==> config.mk <==
export PLATFORM = sky130hd
export DESIGN_NAME = png_stored_stream_encoder
export DESIGN_NICKNAME = d
export VERILOG_FILES = /design/src/design/pse_pkg.sv /design/src/design/pse_queue.sv /design/src/design/pse_front.sv /design/src/design/pse_back.sv /design/src/design/png_stored_stream_encoder.sv
export SDC_FILE = /design/constraint.sdc
export NUM_CORES = 2
export LEC_CHECK = 0
export ABC_AREA = 0
export BUFFER_PORTS_ARGS = -buffer_cell sky130_fd_sc_hd__buf_4
export CAP_MARGIN = 10
export CORE_ASPECT_RATIO = 0.75
export CORE_MARGIN = 8
export CORE_UTILIZATION = 45
export DETAILED_ROUTE_END_ITERATION = 7
export PLACE_DENSITY_LB_ADDON = 0.05
export SYNTH_ARGS = -nofsm -noshare
export SYNTH_HDL_FRONTEND = slang
export SYNTH_SLANG_ARGS = --single-unit
==> constraint.sdc <==
create_clock -name clk -period 18.22 [get_ports clk]
set_input_delay 2.733 -clock clk [delete_from_list [all_inputs] [get_ports clk]]
set_output_delay 2.733 -clock clk [all_outputs]
set_load 0.02 [all_outputs]
==> src/design/pse_pkg.sv <==
// shared types and constants of the png stored stream encoder
// used by pse_front, pse_queue, pse_back and png_stored_stream_encoder
// no dependencies
package pse_pkg;

  // widths of the image size registers and counters
  localparam int DIM_W = 14;
  localparam int PIX_W = 24;

  // parameter defaults
  localparam int MAX_WIDTH_DEF = 8192;
  localparam int MAX_HEIGHT_DEF = 8192;
  localparam int STORED_BLOCK_MAX_DEF = 65535;

  // size after reset
  localparam logic [DIM_W-1:0] WIDTH_RESET = 14'd320;
  localparam logic [DIM_W-1:0] HEIGHT_RESET = 14'd240;

  // register indexes
  localparam logic REG_WIDTH = 1'b0;
  localparam logic REG_HEIGHT = 1'b1;

  // depth of the queue between front and back
  localparam int QUEUE_DEPTH = 4;

  // classified pixel as handed from front to back
  typedef struct packed {
    logic [PIX_W-1:0] pixel;
    logic sof;  // first pixel of a frame
    logic sor;  // first pixel of a row
    logic eof;  // last pixel of a frame
  } item_t;

  // image size of the current frame
  typedef struct packed {
    logic [DIM_W-1:0] width;
    logic [DIM_W-1:0] height;
  } dims_t;

endpackage

==> src/design/pse_queue.sv <==
// small first-in first-out queue of classified pixels
// depends on pse_pkg (item_t)
module pse_queue #(
  parameter int DEPTH = pse_pkg::QUEUE_DEPTH
) (
  input  logic           clk,
  input  logic           rst,
  input  logic           push,
  input  pse_pkg::item_t din,
  output logic           full,
  input  logic           pop,
  output pse_pkg::item_t dout,
  output logic           empty
);
  localparam int AW = (DEPTH > 1) ? $clog2(DEPTH) : 1;
  localparam int CW = $clog2(DEPTH + 1);

  pse_pkg::item_t  slots [DEPTH];
  logic [AW-1:0]   wr_ptr;
  logic [AW-1:0]   rd_ptr;
  logic [CW-1:0]   count;
  logic            do_push;
  logic            do_pop;

  assign full    = (count == CW'(DEPTH));
  assign empty   = (count == '0);
  assign do_push = push && !full;
  assign do_pop  = pop && !empty;
  assign dout    = slots[rd_ptr];

  // storage
  always_ff @(posedge clk) begin
    if (do_push) begin
      slots[wr_ptr] <= din;
    end
  end

  // pointers and fill level
  always_ff @(posedge clk) begin
    if (rst) begin
      wr_ptr <= '0;
      rd_ptr <= '0;
      count  <= '0;
    end else begin
      if (do_push) begin
        wr_ptr <= (wr_ptr == AW'(DEPTH - 1)) ? '0 : wr_ptr + 1'b1;
      end
      if (do_pop) begin
        rd_ptr <= (rd_ptr == AW'(DEPTH - 1)) ? '0 : rd_ptr + 1'b1;
      end
      if (do_push && !do_pop) begin
        count <= count + 1'b1;
      end else if (do_pop && !do_push) begin
        count <= count - 1'b1;
      end
    end
  end
endmodule

==> src/design/pse_front.sv <==
// front of the encoder: size registers, pixel position, classification
// depends on pse_pkg (item_t, dims_t, constants)
module pse_front #(
  parameter int MAX_WIDTH = pse_pkg::MAX_WIDTH_DEF,
  parameter int MAX_HEIGHT = pse_pkg::MAX_HEIGHT_DEF
) (
  input  logic                       clk,
  input  logic                       rst,
  input  logic                       wr_en,
  input  logic                       wr_index,
  input  logic [pse_pkg::DIM_W-1:0]  wr_data,
  input  logic                       in_valid,
  output logic                       in_ready,
  input  logic [pse_pkg::PIX_W-1:0]  in_pixel,
  input  logic                       q_full,
  output logic                       q_push,
  output pse_pkg::item_t             q_item,
  output pse_pkg::dims_t             dims
);
  localparam logic [pse_pkg::DIM_W-1:0] W_MAX = pse_pkg::DIM_W'(MAX_WIDTH);
  localparam logic [pse_pkg::DIM_W-1:0] H_MAX = pse_pkg::DIM_W'(MAX_HEIGHT);

  logic [pse_pkg::DIM_W-1:0] width;
  logic [pse_pkg::DIM_W-1:0] height;
  logic [pse_pkg::DIM_W-1:0] col;
  logic [pse_pkg::DIM_W-1:0] row;
  logic                      active;
  logic [pse_pkg::DIM_W-1:0] wr_val;
  logic                      accept;
  logic                      last_col;
  logic                      last_row;

  assign in_ready = !q_full;
  assign accept   = in_valid && !q_full;
  assign dims     = '{width: width, height: height};
  assign last_col = (col == width - 1'b1);
  assign last_row = (row == height - 1'b1);

  // zero written reads as one
  assign wr_val = (wr_data == '0) ? pse_pkg::DIM_W'(1) : wr_data;

  // size registers, frozen while a frame runs
  always_ff @(posedge clk) begin
    if (rst) begin
      width  <= pse_pkg::WIDTH_RESET;
      height <= pse_pkg::HEIGHT_RESET;
    end else if (wr_en && !active) begin
      unique case (wr_index)
        pse_pkg::REG_WIDTH:  width  <= (wr_val > W_MAX) ? W_MAX : wr_val;
        pse_pkg::REG_HEIGHT: height <= (wr_val > H_MAX) ? H_MAX : wr_val;
        default: ;
      endcase
    end
  end

  // classify the accepted pixel
  assign q_push = accept;
  always_comb begin
    q_item.pixel = in_pixel;
    q_item.sof   = !active;
    q_item.sor   = (col == '0);
    q_item.eof   = last_col && last_row;
  end

  // raster position
  always_ff @(posedge clk) begin
    if (rst) begin
      col    <= '0;
      row    <= '0;
      active <= 1'b0;
    end else if (accept) begin
      if (last_col) begin
        col <= '0;
        if (last_row) begin
          row    <= '0;
          active <= 1'b0;
        end else begin
          row    <= row + 1'b1;
          active <= 1'b1;
        end
      end else begin
        col    <= col + 1'b1;
        active <= 1'b1;
      end
    end
  end
endmodule

==> src/design/pse_back.sv <==
// back of the encoder: byte sequencer with crc-32, adler-32 and block headers
// depends on pse_pkg (item_t, dims_t)
module pse_back #(
  parameter int STORED_BLOCK_MAX = pse_pkg::STORED_BLOCK_MAX_DEF
) (
  input  logic           clk,
  input  logic           rst,
  input  pse_pkg::dims_t dims,
  input  logic           q_empty,
  input  pse_pkg::item_t q_head,
  output logic           q_pop,
  output logic           out_valid,
  input  logic           out_ready,
  output logic [7:0]     out_byte,
  output logic           out_last
);
  localparam logic [15:0] BLK_MAX = 16'(STORED_BLOCK_MAX);
  localparam logic [31:0] CRC_POLY = 32'hEDB88320;
  localparam logic [31:0] CRC_ONES = 32'hFFFFFFFF;
  localparam logic [16:0] ADLER_MOD = 17'd65521;
  // reciprocal of the block size, exact for dividends below 2^29
  localparam int RECIP_SHIFT = 45;
  localparam logic [45:0] BLK_RECIP = 46'((64'd1 << RECIP_SHIFT) / STORED_BLOCK_MAX + 1);
  // most bytes one pixel may send
  localparam logic [5:0] ITEM_BYTES_MAX = 6'd52;

  // byte positions in the header and trailer
  localparam logic [5:0] HDR_IHDR = 6'd12;
  localparam logic [5:0] HDR_IHDR_END = 6'd28;
  localparam logic [5:0] HDR_CRC = 6'd29;
  localparam logic [5:0] HDR_LEN = 6'd33;
  localparam logic [5:0] HDR_IDAT = 6'd37;
  localparam logic [5:0] HDR_LAST = 6'd42;
  localparam logic [5:0] HDR_INIT = 6'd1;
  localparam logic [5:0] BLK_LAST = 6'd4;
  localparam logic [5:0] TRL_CRC = 6'd4;
  localparam logic [5:0] TRL_LAST = 6'd19;

  typedef enum logic [4:0] {
    S_IDLE = 5'b00001,
    S_HDR  = 5'b00010,
    S_RAW  = 5'b00100,
    S_BLK  = 5'b01000,
    S_TRL  = 5'b10000
  } state_t;

  function automatic logic [31:0] crc_byte(input logic [31:0] c_in, input logic [7:0] b);
    logic [31:0] c;
    c = c_in ^ {24'd0, b};
    for (int k = 0; k < 8; k++) begin
      c = c[0] ? (CRC_POLY ^ (c >> 1)) : (c >> 1);
    end
    return c;
  endfunction

  function automatic logic [7:0] be_byte(input logic [31:0] v, input logic [1:0] sel);
    logic [7:0] r;
    case (sel)
      2'd0:    r = v[31:24];
      2'd1:    r = v[23:16];
      2'd2:    r = v[15:8];
      default: r = v[7:0];
    endcase
    return r;
  endfunction

  state_t          state;
  state_t          state_next;
  pse_pkg::item_t  cur;
  logic [5:0]      idx;
  logic [5:0]      idx_next;
  logic [1:0]      raw_idx;
  logic [1:0]      raw_idx_next;
  logic [15:0]     blk_left;
  logic [15:0]     blk_n;
  logic [27:0]     raw_left;
  logic [27:0]     raw_prod;
  logic [31:0]     crc;
  logic [15:0]     adl_lo;
  logic [15:0]     adl_hi;
  logic [28:0]     blk_x;
  logic [60:0]     blk_plo;
  logic [42:0]     blk_phi;
  logic [43:0]     blk_sum;
  logic [28:0]     blk_count;
  logic [5:0]      item_bytes;
  logic            send;
  logic            advance;
  logic            emit;
  logic [7:0]      byte_v;
  logic            last_v;
  logic            crc_en;
  logic            adl_en;
  logic            raw_en;
  logic            n_load;
  logic            blk_load;
  logic            do_fetch;
  logic            pop;
  logic            bfinal;
  logic [15:0]     n_val;
  logic [31:0]     idat_len;
  logic [31:0]     crc_base;
  logic [31:0]     crc_out;
  logic [7:0]      hdr_b;
  logic [7:0]      raw_b;
  logic [7:0]      blk_b;
  logic [7:0]      trl_b;
  logic [5:0]      crc_off;
  logic [5:0]      len_off;
  logic [15:0]     w16;
  logic [16:0]     lo_sum;
  logic [15:0]     lo_new;
  logic [16:0]     hi_sum;
  logic [15:0]     hi_new;

  assign advance  = !out_valid || out_ready;
  assign q_pop    = pop && advance;
  assign crc_out  = ~crc;
  assign bfinal   = ({12'd0, BLK_MAX} >= raw_left);
  assign n_val    = bfinal ? raw_left[15:0] : BLK_MAX;
  assign idat_len = 32'd6 + {1'b0, blk_count, 2'b00} + {3'b000, blk_count} + {4'd0, raw_left};
  assign crc_off  = idx - HDR_CRC;
  assign len_off  = idx - HDR_LEN;
  // bytes past the per-pixel limit are stepped through but not sent
  assign send     = emit && (item_bytes < ITEM_BYTES_MAX);

  // restart the checksum at the ihdr and idat chunk tags
  assign crc_base = ((state == S_HDR) && (idx == HDR_IHDR || idx == HDR_IDAT)) ? CRC_ONES : crc;

  // raw image size of the frame, kept up to date from the size registers
  assign w16 = {1'b0, dims.width, 1'b0} + {2'b00, dims.width} + 16'd1;
  always_ff @(posedge clk) begin
    raw_prod <= 28'(w16 * dims.height);
  end

  // header bytes
  always_comb begin
    case (idx) inside
      6'd0:           hdr_b = 8'h89;
      6'd1:           hdr_b = 8'h50;
      6'd2:           hdr_b = 8'h4E;
      6'd3:           hdr_b = 8'h47;
      6'd4:           hdr_b = 8'h0D;
      6'd5:           hdr_b = 8'h0A;
      6'd6:           hdr_b = 8'h1A;
      6'd7:           hdr_b = 8'h0A;
      6'd11:          hdr_b = 8'd13;
      6'd12:          hdr_b = 8'h49;
      6'd13:          hdr_b = 8'h48;
      6'd14:          hdr_b = 8'h44;
      6'd15:          hdr_b = 8'h52;
      [6'd16:6'd19]:  hdr_b = be_byte({18'd0, dims.width}, idx[1:0]);
      [6'd20:6'd23]:  hdr_b = be_byte({18'd0, dims.height}, idx[1:0]);
      6'd24:          hdr_b = 8'd8;
      6'd25:          hdr_b = 8'd2;
      [6'd29:6'd32]:  hdr_b = be_byte(crc_out, crc_off[1:0]);
      [6'd33:6'd36]:  hdr_b = be_byte(idat_len, len_off[1:0]);
      6'd37:          hdr_b = 8'h49;
      6'd38:          hdr_b = 8'h44;
      6'd39:          hdr_b = 8'h41;
      6'd40:          hdr_b = 8'h54;
      6'd41:          hdr_b = 8'h78;
      6'd42:          hdr_b = 8'h01;
      default:        hdr_b = 8'h00;
    endcase
  end

  // image bytes: filter byte then red, green, blue
  always_comb begin
    case (raw_idx)
      2'd0:    raw_b = 8'h00;
      2'd1:    raw_b = cur.pixel[23:16];
      2'd2:    raw_b = cur.pixel[15:8];
      default: raw_b = cur.pixel[7:0];
    endcase
  end

  // stored block header after the bfinal byte
  always_comb begin
    case (idx)
      6'd1:    blk_b = blk_n[7:0];
      6'd2:    blk_b = blk_n[15:8];
      6'd3:    blk_b = ~blk_n[7:0];
      default: blk_b = ~blk_n[15:8];
    endcase
  end

  // trailer: adler, idat crc, iend chunk
  always_comb begin
    case (idx) inside
      [6'd0:6'd3]:    trl_b = be_byte({adl_hi, adl_lo}, idx[1:0]);
      [6'd4:6'd7]:    trl_b = be_byte(crc_out, idx[1:0]);
      6'd12:          trl_b = 8'h49;
      6'd13:          trl_b = 8'h45;
      6'd14:          trl_b = 8'h4E;
      6'd15:          trl_b = 8'h44;
      6'd16:          trl_b = 8'hAE;
      6'd17:          trl_b = 8'h42;
      6'd18:          trl_b = 8'h60;
      6'd19:          trl_b = 8'h82;
      default:        trl_b = 8'h00;
    endcase
  end

  // adler-32 step
  always_comb begin
    lo_sum = {1'b0, adl_lo} + {9'd0, raw_b};
    lo_new = (lo_sum >= ADLER_MOD) ? 16'(lo_sum - ADLER_MOD) : lo_sum[15:0];
    hi_sum = {1'b0, adl_hi} + {1'b0, lo_new};
    hi_new = (hi_sum >= ADLER_MOD) ? 16'(hi_sum - ADLER_MOD) : hi_sum[15:0];
  end

  // sequencer
  always_comb begin
    state_next   = state;
    idx_next     = idx;
    raw_idx_next = raw_idx;
    emit         = 1'b0;
    byte_v       = 8'h00;
    last_v       = 1'b0;
    crc_en       = 1'b0;
    adl_en       = 1'b0;
    raw_en       = 1'b0;
    n_load       = 1'b0;
    blk_load     = 1'b0;
    do_fetch     = 1'b0;
    pop          = 1'b0;
    unique case (state)
      S_IDLE: begin
        do_fetch = 1'b1;
      end
      S_HDR: begin
        emit   = 1'b1;
        byte_v = hdr_b;
        crc_en = (idx >= HDR_IHDR && idx <= HDR_IHDR_END) || (idx >= HDR_IDAT);
        if (idx == HDR_LAST) begin
          state_next = S_RAW;
        end else begin
          idx_next = idx + 1'b1;
        end
      end
      S_RAW: begin
        emit   = 1'b1;
        crc_en = 1'b1;
        if (blk_left == '0) begin
          byte_v     = {7'd0, bfinal};
          n_load     = 1'b1;
          state_next = S_BLK;
          idx_next   = 6'd1;
        end else begin
          byte_v = raw_b;
          adl_en = 1'b1;
          raw_en = 1'b1;
          if (raw_idx == 2'd3) begin
            if (cur.eof) begin
              state_next = S_TRL;
              idx_next   = '0;
            end else begin
              do_fetch = 1'b1;
            end
          end else begin
            raw_idx_next = raw_idx + 1'b1;
          end
        end
      end
      S_BLK: begin
        emit   = 1'b1;
        byte_v = blk_b;
        crc_en = 1'b1;
        if (idx == BLK_LAST) begin
          state_next = S_RAW;
          blk_load   = 1'b1;
        end else begin
          idx_next = idx + 1'b1;
        end
      end
      S_TRL: begin
        emit   = 1'b1;
        byte_v = trl_b;
        crc_en = (idx < TRL_CRC);
        if (idx == TRL_LAST) begin
          last_v   = 1'b1;
          do_fetch = 1'b1;
        end else begin
          idx_next = idx + 1'b1;
        end
      end
      default: begin
        state_next = S_IDLE;
      end
    endcase
    // take the next pixel straight after the current one
    if (do_fetch) begin
      if (!q_empty) begin
        pop          = 1'b1;
        state_next   = q_head.sof ? S_HDR : S_RAW;
        idx_next     = '0;
        raw_idx_next = q_head.sor ? 2'd0 : 2'd1;
      end else begin
        state_next = S_IDLE;
      end
    end
  end

  // control state and output word
  always_ff @(posedge clk) begin
    if (rst) begin
      state     <= S_IDLE;
      out_valid <= 1'b0;
    end else if (advance) begin
      state     <= state_next;
      out_valid <= send;
    end
  end

  // bytes sent for the current pixel, restarted when the next one is taken
  always_ff @(posedge clk) begin
    if (rst) begin
      item_bytes <= '0;
    end else if (advance) begin
      if (pop) begin
        item_bytes <= '0;
      end else if (send) begin
        item_bytes <= item_bytes + 1'b1;
      end
    end
  end

  // running sums, counters and payload
  always_ff @(posedge clk) begin
    if (rst) begin
      crc      <= CRC_ONES;
      adl_lo   <= 16'd1;
      adl_hi   <= '0;
      blk_left <= '0;
      raw_left <= '0;
    end else if (advance) begin
      if (crc_en) begin
        crc <= crc_byte(crc_base, byte_v);
      end
      if (state == S_HDR && idx == HDR_INIT) begin
        raw_left <= raw_prod;
        blk_left <= '0;
        adl_lo   <= 16'd1;
        adl_hi   <= '0;
      end
      if (adl_en) begin
        adl_lo <= lo_new;
        adl_hi <= hi_new;
      end
      if (raw_en) begin
        blk_left <= blk_left - 1'b1;
        raw_left <= raw_left - 1'b1;
      end
      if (blk_load) begin
        blk_left <= blk_n;
      end
    end
  end

  always_ff @(posedge clk) begin
    if (advance) begin
      out_byte <= byte_v;
      out_last <= last_v;
      idx      <= idx_next;
      raw_idx  <= raw_idx_next;
      if (n_load) begin
        blk_n <= n_val;
      end
      if (pop) begin
        cur <= q_head;
      end
    end
  end

  // block count by reciprocal multiplication, three register stages,
  // settled long before the idat length goes out
  assign blk_sum = {1'b0, blk_phi} + {15'd0, blk_plo[60:32]};
  always_ff @(posedge clk) begin
    blk_x     <= {1'b0, raw_prod} + {13'd0, BLK_MAX} - 29'd1;
    blk_plo   <= {32'd0, blk_x} * {29'd0, BLK_RECIP[31:0]};
    blk_phi   <= {14'd0, blk_x} * {29'd0, BLK_RECIP[45:32]};
    blk_count <= blk_sum[41:13];
  end
endmodule

==> src/design/png_stored_stream_encoder.sv <==
// top level of the png stored stream encoder
// depends on pse_pkg, pse_front, pse_queue, pse_back
//
// Pixels enter on the s_ stream in raster order, one 24-bit word each
// (red 23:16, green 15:8, blue 7:0). The m_ stream carries the png file one
// byte per word; m_tlast is high on the last byte of the iend chunk.
// The first pixel of a frame brings out 43 header bytes (signature, ihdr
// with crc, idat length and tag, zlib header). Each pixel then gives three
// bytes, a filter byte at each row start and five bytes of stored block
// header whenever a block of up to STORED_BLOCK_MAX bytes opens. The last
// pixel adds 20 trailer bytes (adler-32, idat crc, iend chunk). A pixel sends
// at most 52 bytes, so a 1x1 frame steps through its trailer without sending it.
// The back sequencer moves one byte per cycle while m_tready is high and it is
// not idle; a new pixel enters the four-word queue while bytes of earlier
// ones are still going out. The back sequencer pops a pixel from the queue
// and registers its first byte in the output word. Image size is written on
// the wr_ port between frames; a write while a frame is open is dropped.
// Reset returns the size to 320x240 and empties the queue. When m_tready is
// low the output word holds, the queue fills and s_tready falls once it is full.
module png_stored_stream_encoder #(
  parameter int MAX_WIDTH = pse_pkg::MAX_WIDTH_DEF,
  parameter int MAX_HEIGHT = pse_pkg::MAX_HEIGHT_DEF,
  parameter int STORED_BLOCK_MAX = pse_pkg::STORED_BLOCK_MAX_DEF
) (
  input  logic                      clk,
  input  logic                      rst,
  input  logic                      wr_en,
  input  logic                      wr_index,
  input  logic [pse_pkg::DIM_W-1:0] wr_data,
  input  logic                      s_tvalid,
  output logic                      s_tready,
  input  logic [23:0]               s_tdata,   // pixel_rgb
  output logic                      m_tvalid,
  input  logic                      m_tready,
  output logic [7:0]                m_tdata,   // out_byte
  output logic                      m_tlast    // file_end
);
  pse_pkg::item_t push_item;
  pse_pkg::item_t head_item;
  pse_pkg::dims_t dims;
  logic           q_push;
  logic           q_full;
  logic           q_pop;
  logic           q_empty;

  // accept and classify pixels
  pse_front #(
    .MAX_WIDTH (MAX_WIDTH),
    .MAX_HEIGHT(MAX_HEIGHT)
  ) u_front (
    .clk     (clk),
    .rst     (rst),
    .wr_en   (wr_en),
    .wr_index(wr_index),
    .wr_data (wr_data),
    .in_valid(s_tvalid),
    .in_ready(s_tready),
    .in_pixel(s_tdata),
    .q_full  (q_full),
    .q_push  (q_push),
    .q_item  (push_item),
    .dims    (dims)
  );

  // queue between front and back
  pse_queue #(
    .DEPTH(pse_pkg::QUEUE_DEPTH)
  ) u_queue (
    .clk  (clk),
    .rst  (rst),
    .push (q_push),
    .din  (push_item),
    .full (q_full),
    .pop  (q_pop),
    .dout (head_item),
    .empty(q_empty)
  );

  // byte sequencer
  pse_back #(
    .STORED_BLOCK_MAX(STORED_BLOCK_MAX)
  ) u_back (
    .clk      (clk),
    .rst      (rst),
    .dims     (dims),
    .q_empty  (q_empty),
    .q_head   (head_item),
    .q_pop    (q_pop),
    .out_valid(m_tvalid),
    .out_ready(m_tready),
    .out_byte (m_tdata),
    .out_last (m_tlast)
  );
endmodule

Yosys cells after proc, flatten, opt, wreduce, memory -nomap -nowiden
Memories as Yosys holds them, arrays and structs flattened. A register that Yosys moved wholly into a read port is not among the register bits.
Cells that the tools add are included.
Storage, ports and cells
  input port bits: 44
  word-level logic and storage cells: 311
  memory bits (writable): 108
  bits in registers: 372
  memories kept: 1
Memory list
  u_queue.slots: words 4, width 27, rd ports 1, clocked after Yosys merged registers in 1, write ports 1, RTL line pse_queue.sv:18  | pse_pkg::item_t slots [DEPTH];
Operators by class
  mux-type cells: 119
  equal/unequal tests: 48
  add/subtract/negate cells: 26
  reduce and logical (&&, ||, !) cells: 54
  order comparisons: 21
  multiply operators: 2
  bitwise operators: 13
Operator list (number)
  $mux W32: 9
  $mux W8: 35
  $pmux W8 S3: 6
  $mux W16: 8
  $not A13 Y14: 8
  $mux W6: 10
  $mul A29 B30 Y59 const B: 1
  $mux W14: 4
  $mux W28: 2
  $eq A6 B5 Y1 const B: 6
  $eq A6 B6 Y1 const B: 6
  $mux W5: 7
  $ge A17 B16 Y1 const B: 2
  $add A32 B14 Y32: 1
  $add A32 B28 Y32: 1
  $not A32 Y32: 1
  $pmux W8 S2: 2
  $pmux W8 S4: 1
  $sub A16 B16 Y16 const B: 2
  $xor A32 B8 Y32: 1
  $eq A6 B4 Y1 const B: 5
  $add A28 B16 Y29 const B: 1
  $sub A29 B1 Y29 const B: 1
  $add A14 B1 Y14 const B: 2
  65 further kinds: 161

Longest topological paths before layout
  depth in word-level cells: 44
  depth in mapped cells: 39

By module
From an unflattened synthesis, not the netlist that was laid out.
Unflattened totals
  cells, all modules: 3888
  area total of the unflattened synthesis: 35431.5 um^2
By module, submodules not included
  pse_back: area each 27194.8 um^2, cells each 3199, times used 1
  pse_queue: area each 4399.2 um^2, cells each 191, times used 1
  pse_front: area each 3837.4 um^2, cells each 498, times used 1

Least setup slack after synthesis
OpenSTA, ideal clock, no wires.
  path kind: flip-flop to flip-flop
  from: register u_front.width[0] (netlist bit)
  to: register u_back.raw_prod[26]
  arrival: 8.336 ns
  required time: 18.141 ns
  stages on the path, launching flop included: 35
  setup time: 0.079 ns
  setup slack: 9.805 ns
  path through: dfxtp_1 -> clkbuf_1 -> inv_1 -> ha_1 -> a21o_1 -> a21oi_1 -> o21ai_0 -> a21oi_1 -> o21ai_0 -> a21oi_1 -> o21bai_1 -> a21oi_1 -> xnor2_1 -> clkbuf_1 -> and2_1 -> fa_1 -> fa_1 -> fa_1 -> fa_1 -> inv_1 -> fa_1 -> inv_1 -> fa_1 -> ha_1 -> o21a_1 -> o21ai_0 -> a21boi_0 -> o21a_1 -> o21ai_0 -> a21oi_1 -> o41ai_1 -> o21ai_0 -> or4_1 -> a2111o_1 -> o211ai_1
Between the ends
  cells in the longest elaborated chain, start to end: 3
Ends and longest elaborated chain
  start, declared: RTL line pse_front.sv:23  | logic [pse_pkg::DIM_W-1:0] width;
  start signal, assigned: RTL line pse_front.sv:45  | width <= pse_pkg::WIDTH_RESET;
  start signal, assigned: RTL line pse_front.sv:49  | pse_pkg::REG_WIDTH: width <= (wr_val > W_MAX) ? W_MAX : wr_val;
  $add A15 B14 Y16: RTL line pse_back.sv:131  | assign w16 = {1'b0, dims.width, 1'b0} + {2'b00, dims.width} + 16'd1;
  $add A16 B1 Y16: RTL line pse_back.sv:131
  $mul A16 B14 Y28: RTL line pse_back.sv:133  | raw_prod <= 28'(w16 * dims.height);
  end signal, assigned: RTL line pse_back.sv:133
  end, declared: RTL line pse_back.sv:77  | logic [27:0] raw_prod;
No other way between the ends.
A chain may end at the register's enable or synchronous reset.

Worst setup path in the final report
Ends and elaborated chain as after synthesis.

==> impl_metrics.csv <==
group,metric,value,unit
run_status,status,"finished with violations",
run_status,violations,"design-rule violations",
final_layout,antennaDiodeCount,0,
floorplanning,die_width,337,um
job,maxCapViolations,0,
final_layout,fin_cells,4913,
power_and_ir_drop,vdd_drop_max,0.0000951,V
cts,cts-htree-levels,2,
floorplanning,initial_utilization,45.4,%
synthesis,predominant_post_synthesis_flop_cell,"sky130_fd_sc_hd__dfxtp_1",
power_and_ir_drop,power_density,115,nW/um2
worst_setup_path,worst-path-max-fanout,21,
cts,postCtsHoldBufs,0,
synthesis,share_of_async_settable_or_async_resettable_flops_after_synthesis,0,%
route,via_per_inst,5.82,
placed_design,dp.cells,4819,
cts,cts_resized,0,
worst_setup_path,crit_required,18730,ps
placed_design,hpwl,81600,um
sta,timing.clock.skew,38.4,ps
cts,cts_tree,"yes",
sta,fmax,103,MHz
final_layout,postLayoutCoreUtil,49.4,%
worst_setup_path,data_arrival_time_of_the_critical_path,10240,ps
route,drc,3,
route,post_drt_wl_per_cell,22.0,um
synthesis,post-synth-top-area-fraction,15.6,%
placed_design,post_dp_cell_area,36300,um2
final_layout,final_nets,4374,
floorplanning,num_rows,88,
sta,setup_repair_after_global_routing_missed_its_margin,"false",
synthesis,instance_count_of_the_mapped_netlist,3856,
global_routing,initial_antenna_violation_count,2,
worst_setup_path,worst-setup-path-type,"flip-flop to flip-flop",
cts,insertion_delay_to_the_later_sink_of_the_worst_skew_pair,620,ps
global_routing,wire_length_of_the_first_global_routing_pass,165000,um
power_and_ir_drop,power_switching,1.80,mW
floorplanning,die-height,257,um
power_and_ir_drop,share_seq_of_total_power,31.0,%
route,route.antenna.remaining_nets,0,
power_and_ir_drop,cell_internal_pwr,2.56,mW
final_layout,layout-drive-gt1-share,7.66,%
synthesis,netlist.top_cell.by_area,"sky130_fd_sc_hd__dfxtp_1",
final_layout,area_growth,8.85,%
placed_design,routabilityCongestion,0.915,
global_routing,first_global_vias,27600,
floorplanning,die_footprint,86800,um2
worst_setup_path,critical-path-top-cell-by-count,"sky130_fd_sc_hd__fa_1",
sta,hold_slack,325,ps
worst_setup_path,timing.critical_path.slowest_cell_delay,860,ps
sta,finalSetupTns,0,ps
route,detail_route.wirelength,108000,um
synthesis,synth_area_leaders,"sky130_fd_sc_hd__dfxtp_1, sky130_fd_sc_hd__edfxtp_1, sky130_fd_sc_hd__ha_1",
sta,fin_ws,8480,ps
power_and_ir_drop,report.power.total,4.35,mW
sta,finalMaxSlewViolations,0,
power_and_ir_drop,pwr-share-comb,45.9,%
global_routing,grt_remaining_overflow,0,
final_layout,n_fill_cell,7440,
synthesis,synth_area_per_cell,9.04,um2
power_and_ir_drop,power_leakage,16.0,nW
sta,timing_worst_slew_pin_value,1310,ps
placed_design,portBuffers,54,
synthesis,synth_edf_count,166,
route,initialDrtViolationCount,2614,
cts,numClockSinks,437,
final_layout,multi_input_area,22500,um2
cts,cts_setup_buffers,0,
sta,hold_violations,0,
cts,cts_root_buffer,"sky130_fd_sc_hd__clkbuf_16",
sta,final-setup-viol-count,0,
cts,cts_inserted_buffers,48,
synthesis,synth_cell_types,107,
global_routing,groute.usage.overall,24.2,%
sta,final_min_period_over_clock_period,53.4,%
synthesis,synth.cell_area,34900,um2
cts,cts.path.max_buffers,3,
global_routing,grt_max_degree,83,
final_layout,sequential_cell_area,10400,um2
placed_design,placement.setup.worst_slack,8460,ps
final_layout,final_common_cell,"sky130_fd_sc_hd__nand2_1",
synthesis,number_of_register_bits_inferred_by_synthesis,437,
floorplanning,boundaryPins,55,
sta,max-slew-margin-rel,12.7,%
synthesis,yosys_warnings,0,
synthesis,mappedNetlistNets,4392,
route,drtPass1Iterations,8,
hold_path,min_path_type,"flip-flop to flip-flop",
worst_setup_path,setup.worst_path.start_class,"flip-flop",
worst_setup_path,crit_slowest_cell,"sky130_fd_sc_hd__dfxtp_1",
sta,final.min_clock_period,9740,ps
worst_setup_path,timing.critical_path.to_type,"flip-flop",
floorplanning,core_area,76900,um2
synthesis,yosysSeqAreaShare,29.8,%
power_and_ir_drop,power.share.clock,23.1,%
power_and_ir_drop,switching_share,41.3,%
route,num_vias,28600,
final_layout,final_area,38000,um2
cts,worst_setup_hold_path_clk_slew,70,ps
final_layout,most-common-layout-cells,"sky130_fd_sc_hd__nand2_1, sky130_fd_sc_hd__inv_1, sky130_fd_sc_hd__ha_1",
## power groups by stage
stage / combinational, mW / clock [mW] / sequential (mW)
3_5_place_dp: 1.98 / 0 / 1.37
3_3_place_gp: 1.94 / 0 / 1.37
5_1_grt: 2.23 / 1.07 / 1.37
4_1_cts: 1.99 / 1.03 / 1.35
2_1_floorplan: 1.48 / 0 / 1.27
6_report: 2.00 / 1.01 / 1.35
## registers in the layout (all words and copies together), names as in the netlist, 3 cells and up, named ones only
name and count:
u_queue.slots 108, u_back.crc 32, u_back.blk_x 29, u_back.raw_left 28, u_back.raw_prod 28, u_back.cur 25
u_back.adl_hi 16, u_back.adl_lo 16, u_back.blk_left 16, u_back.blk_n 16, u_back.blk_count 14, u_back.blk_plo 14
u_front.col 14, u_front.height 14, u_front.row 14, u_front.width 14, u_back.out_byte 8, u_back.idx 6
u_back.item_bytes 6, u_back.state 5, u_queue.count 3
## cell families after synthesis
logic type               share of synthesized area (%)
XOR/XNOR                                          7.42
AND/OR/NAND/NOR                                   18.0
buffers and inverters                             5.69
adder cells (fa/ha/maj)                           21.6
multiplexers                                      2.65
flip-flops                                        29.8
AO/OA/AOI/OAI                                     14.8
## synth_stat cells (all sizes together), types with 10 or more instances
cell	count
a211o	10
a211oi	38
a21o	40
a21oi	191
a222oi	15
a22o	24
a22oi	28
a311oi	10
a31oi	17
and2	83
and3	41
buf	47
clkbuf	135
dfxtp	271
edfxtp	166
fa	183
ha	309
inv	327
mux2	14
mux2i	16
mux4	27
nand2	422
nand2b	32
nand3	111
nand4	48
nor2	293
nor2b	47
nor3	85
nor3b	10
nor4	28
o211ai	53
o21a	22
o21ai	184
o21bai	20
o22ai	23
o31ai	12
or2	19
or3	33
or4	12
xnor2	174
xor2	103
## metal layers
layer	vias to the layer above	GRT usage, %	share of wire, %
met5	-	0	0
met4	0	5.30	2.2
met3	167	5.79	8.2
met2	1011	34.3	40
met1	13900	37.0	49
li1	13500	-	-
## cell type report
| cell class | instances | share of cell area, % |
|---|---|---|
| Clock buffer | 59 | 3.46 |
| Clock inverter | 31 | 0.834 |
| Inverter | 330 | 3.26 |
| Multi-Input combinational cell | 2907 | 59.4 |
| Sequential cell | 437 | 27.4 |
| Tap cell | 1035 | 3.41 |
| Timing Repair Buffer | 114 | 2.25 |
## path summary, 6_finish.rpt
path,start,end,slack (ps),cells after the start
max,u_front.width[0],u_back.raw_prod[26],8480,33
min reg2reg,u_back.blk_plo[57],u_back.blk_count[12],320,0
min,u_back.blk_plo[57],u_back.blk_count[12],320,0
max reg2reg,u_front.width[0],u_back.raw_prod[26],8480,33
## critical path, delay by kind of cell, from the launching register on
kind / cells / cell delay, ps
adder cells (fa/ha/maj): 8 / 3790
XOR/XNOR: 1 / 410
flip-flops: 1 / 860
buffers and inverters: 4 / 660
AND/OR/NAND/NOR: 2 / 620
AO/OA/AOI/OAI: 18 / 3320
Power figures use the tool's default switching activity.
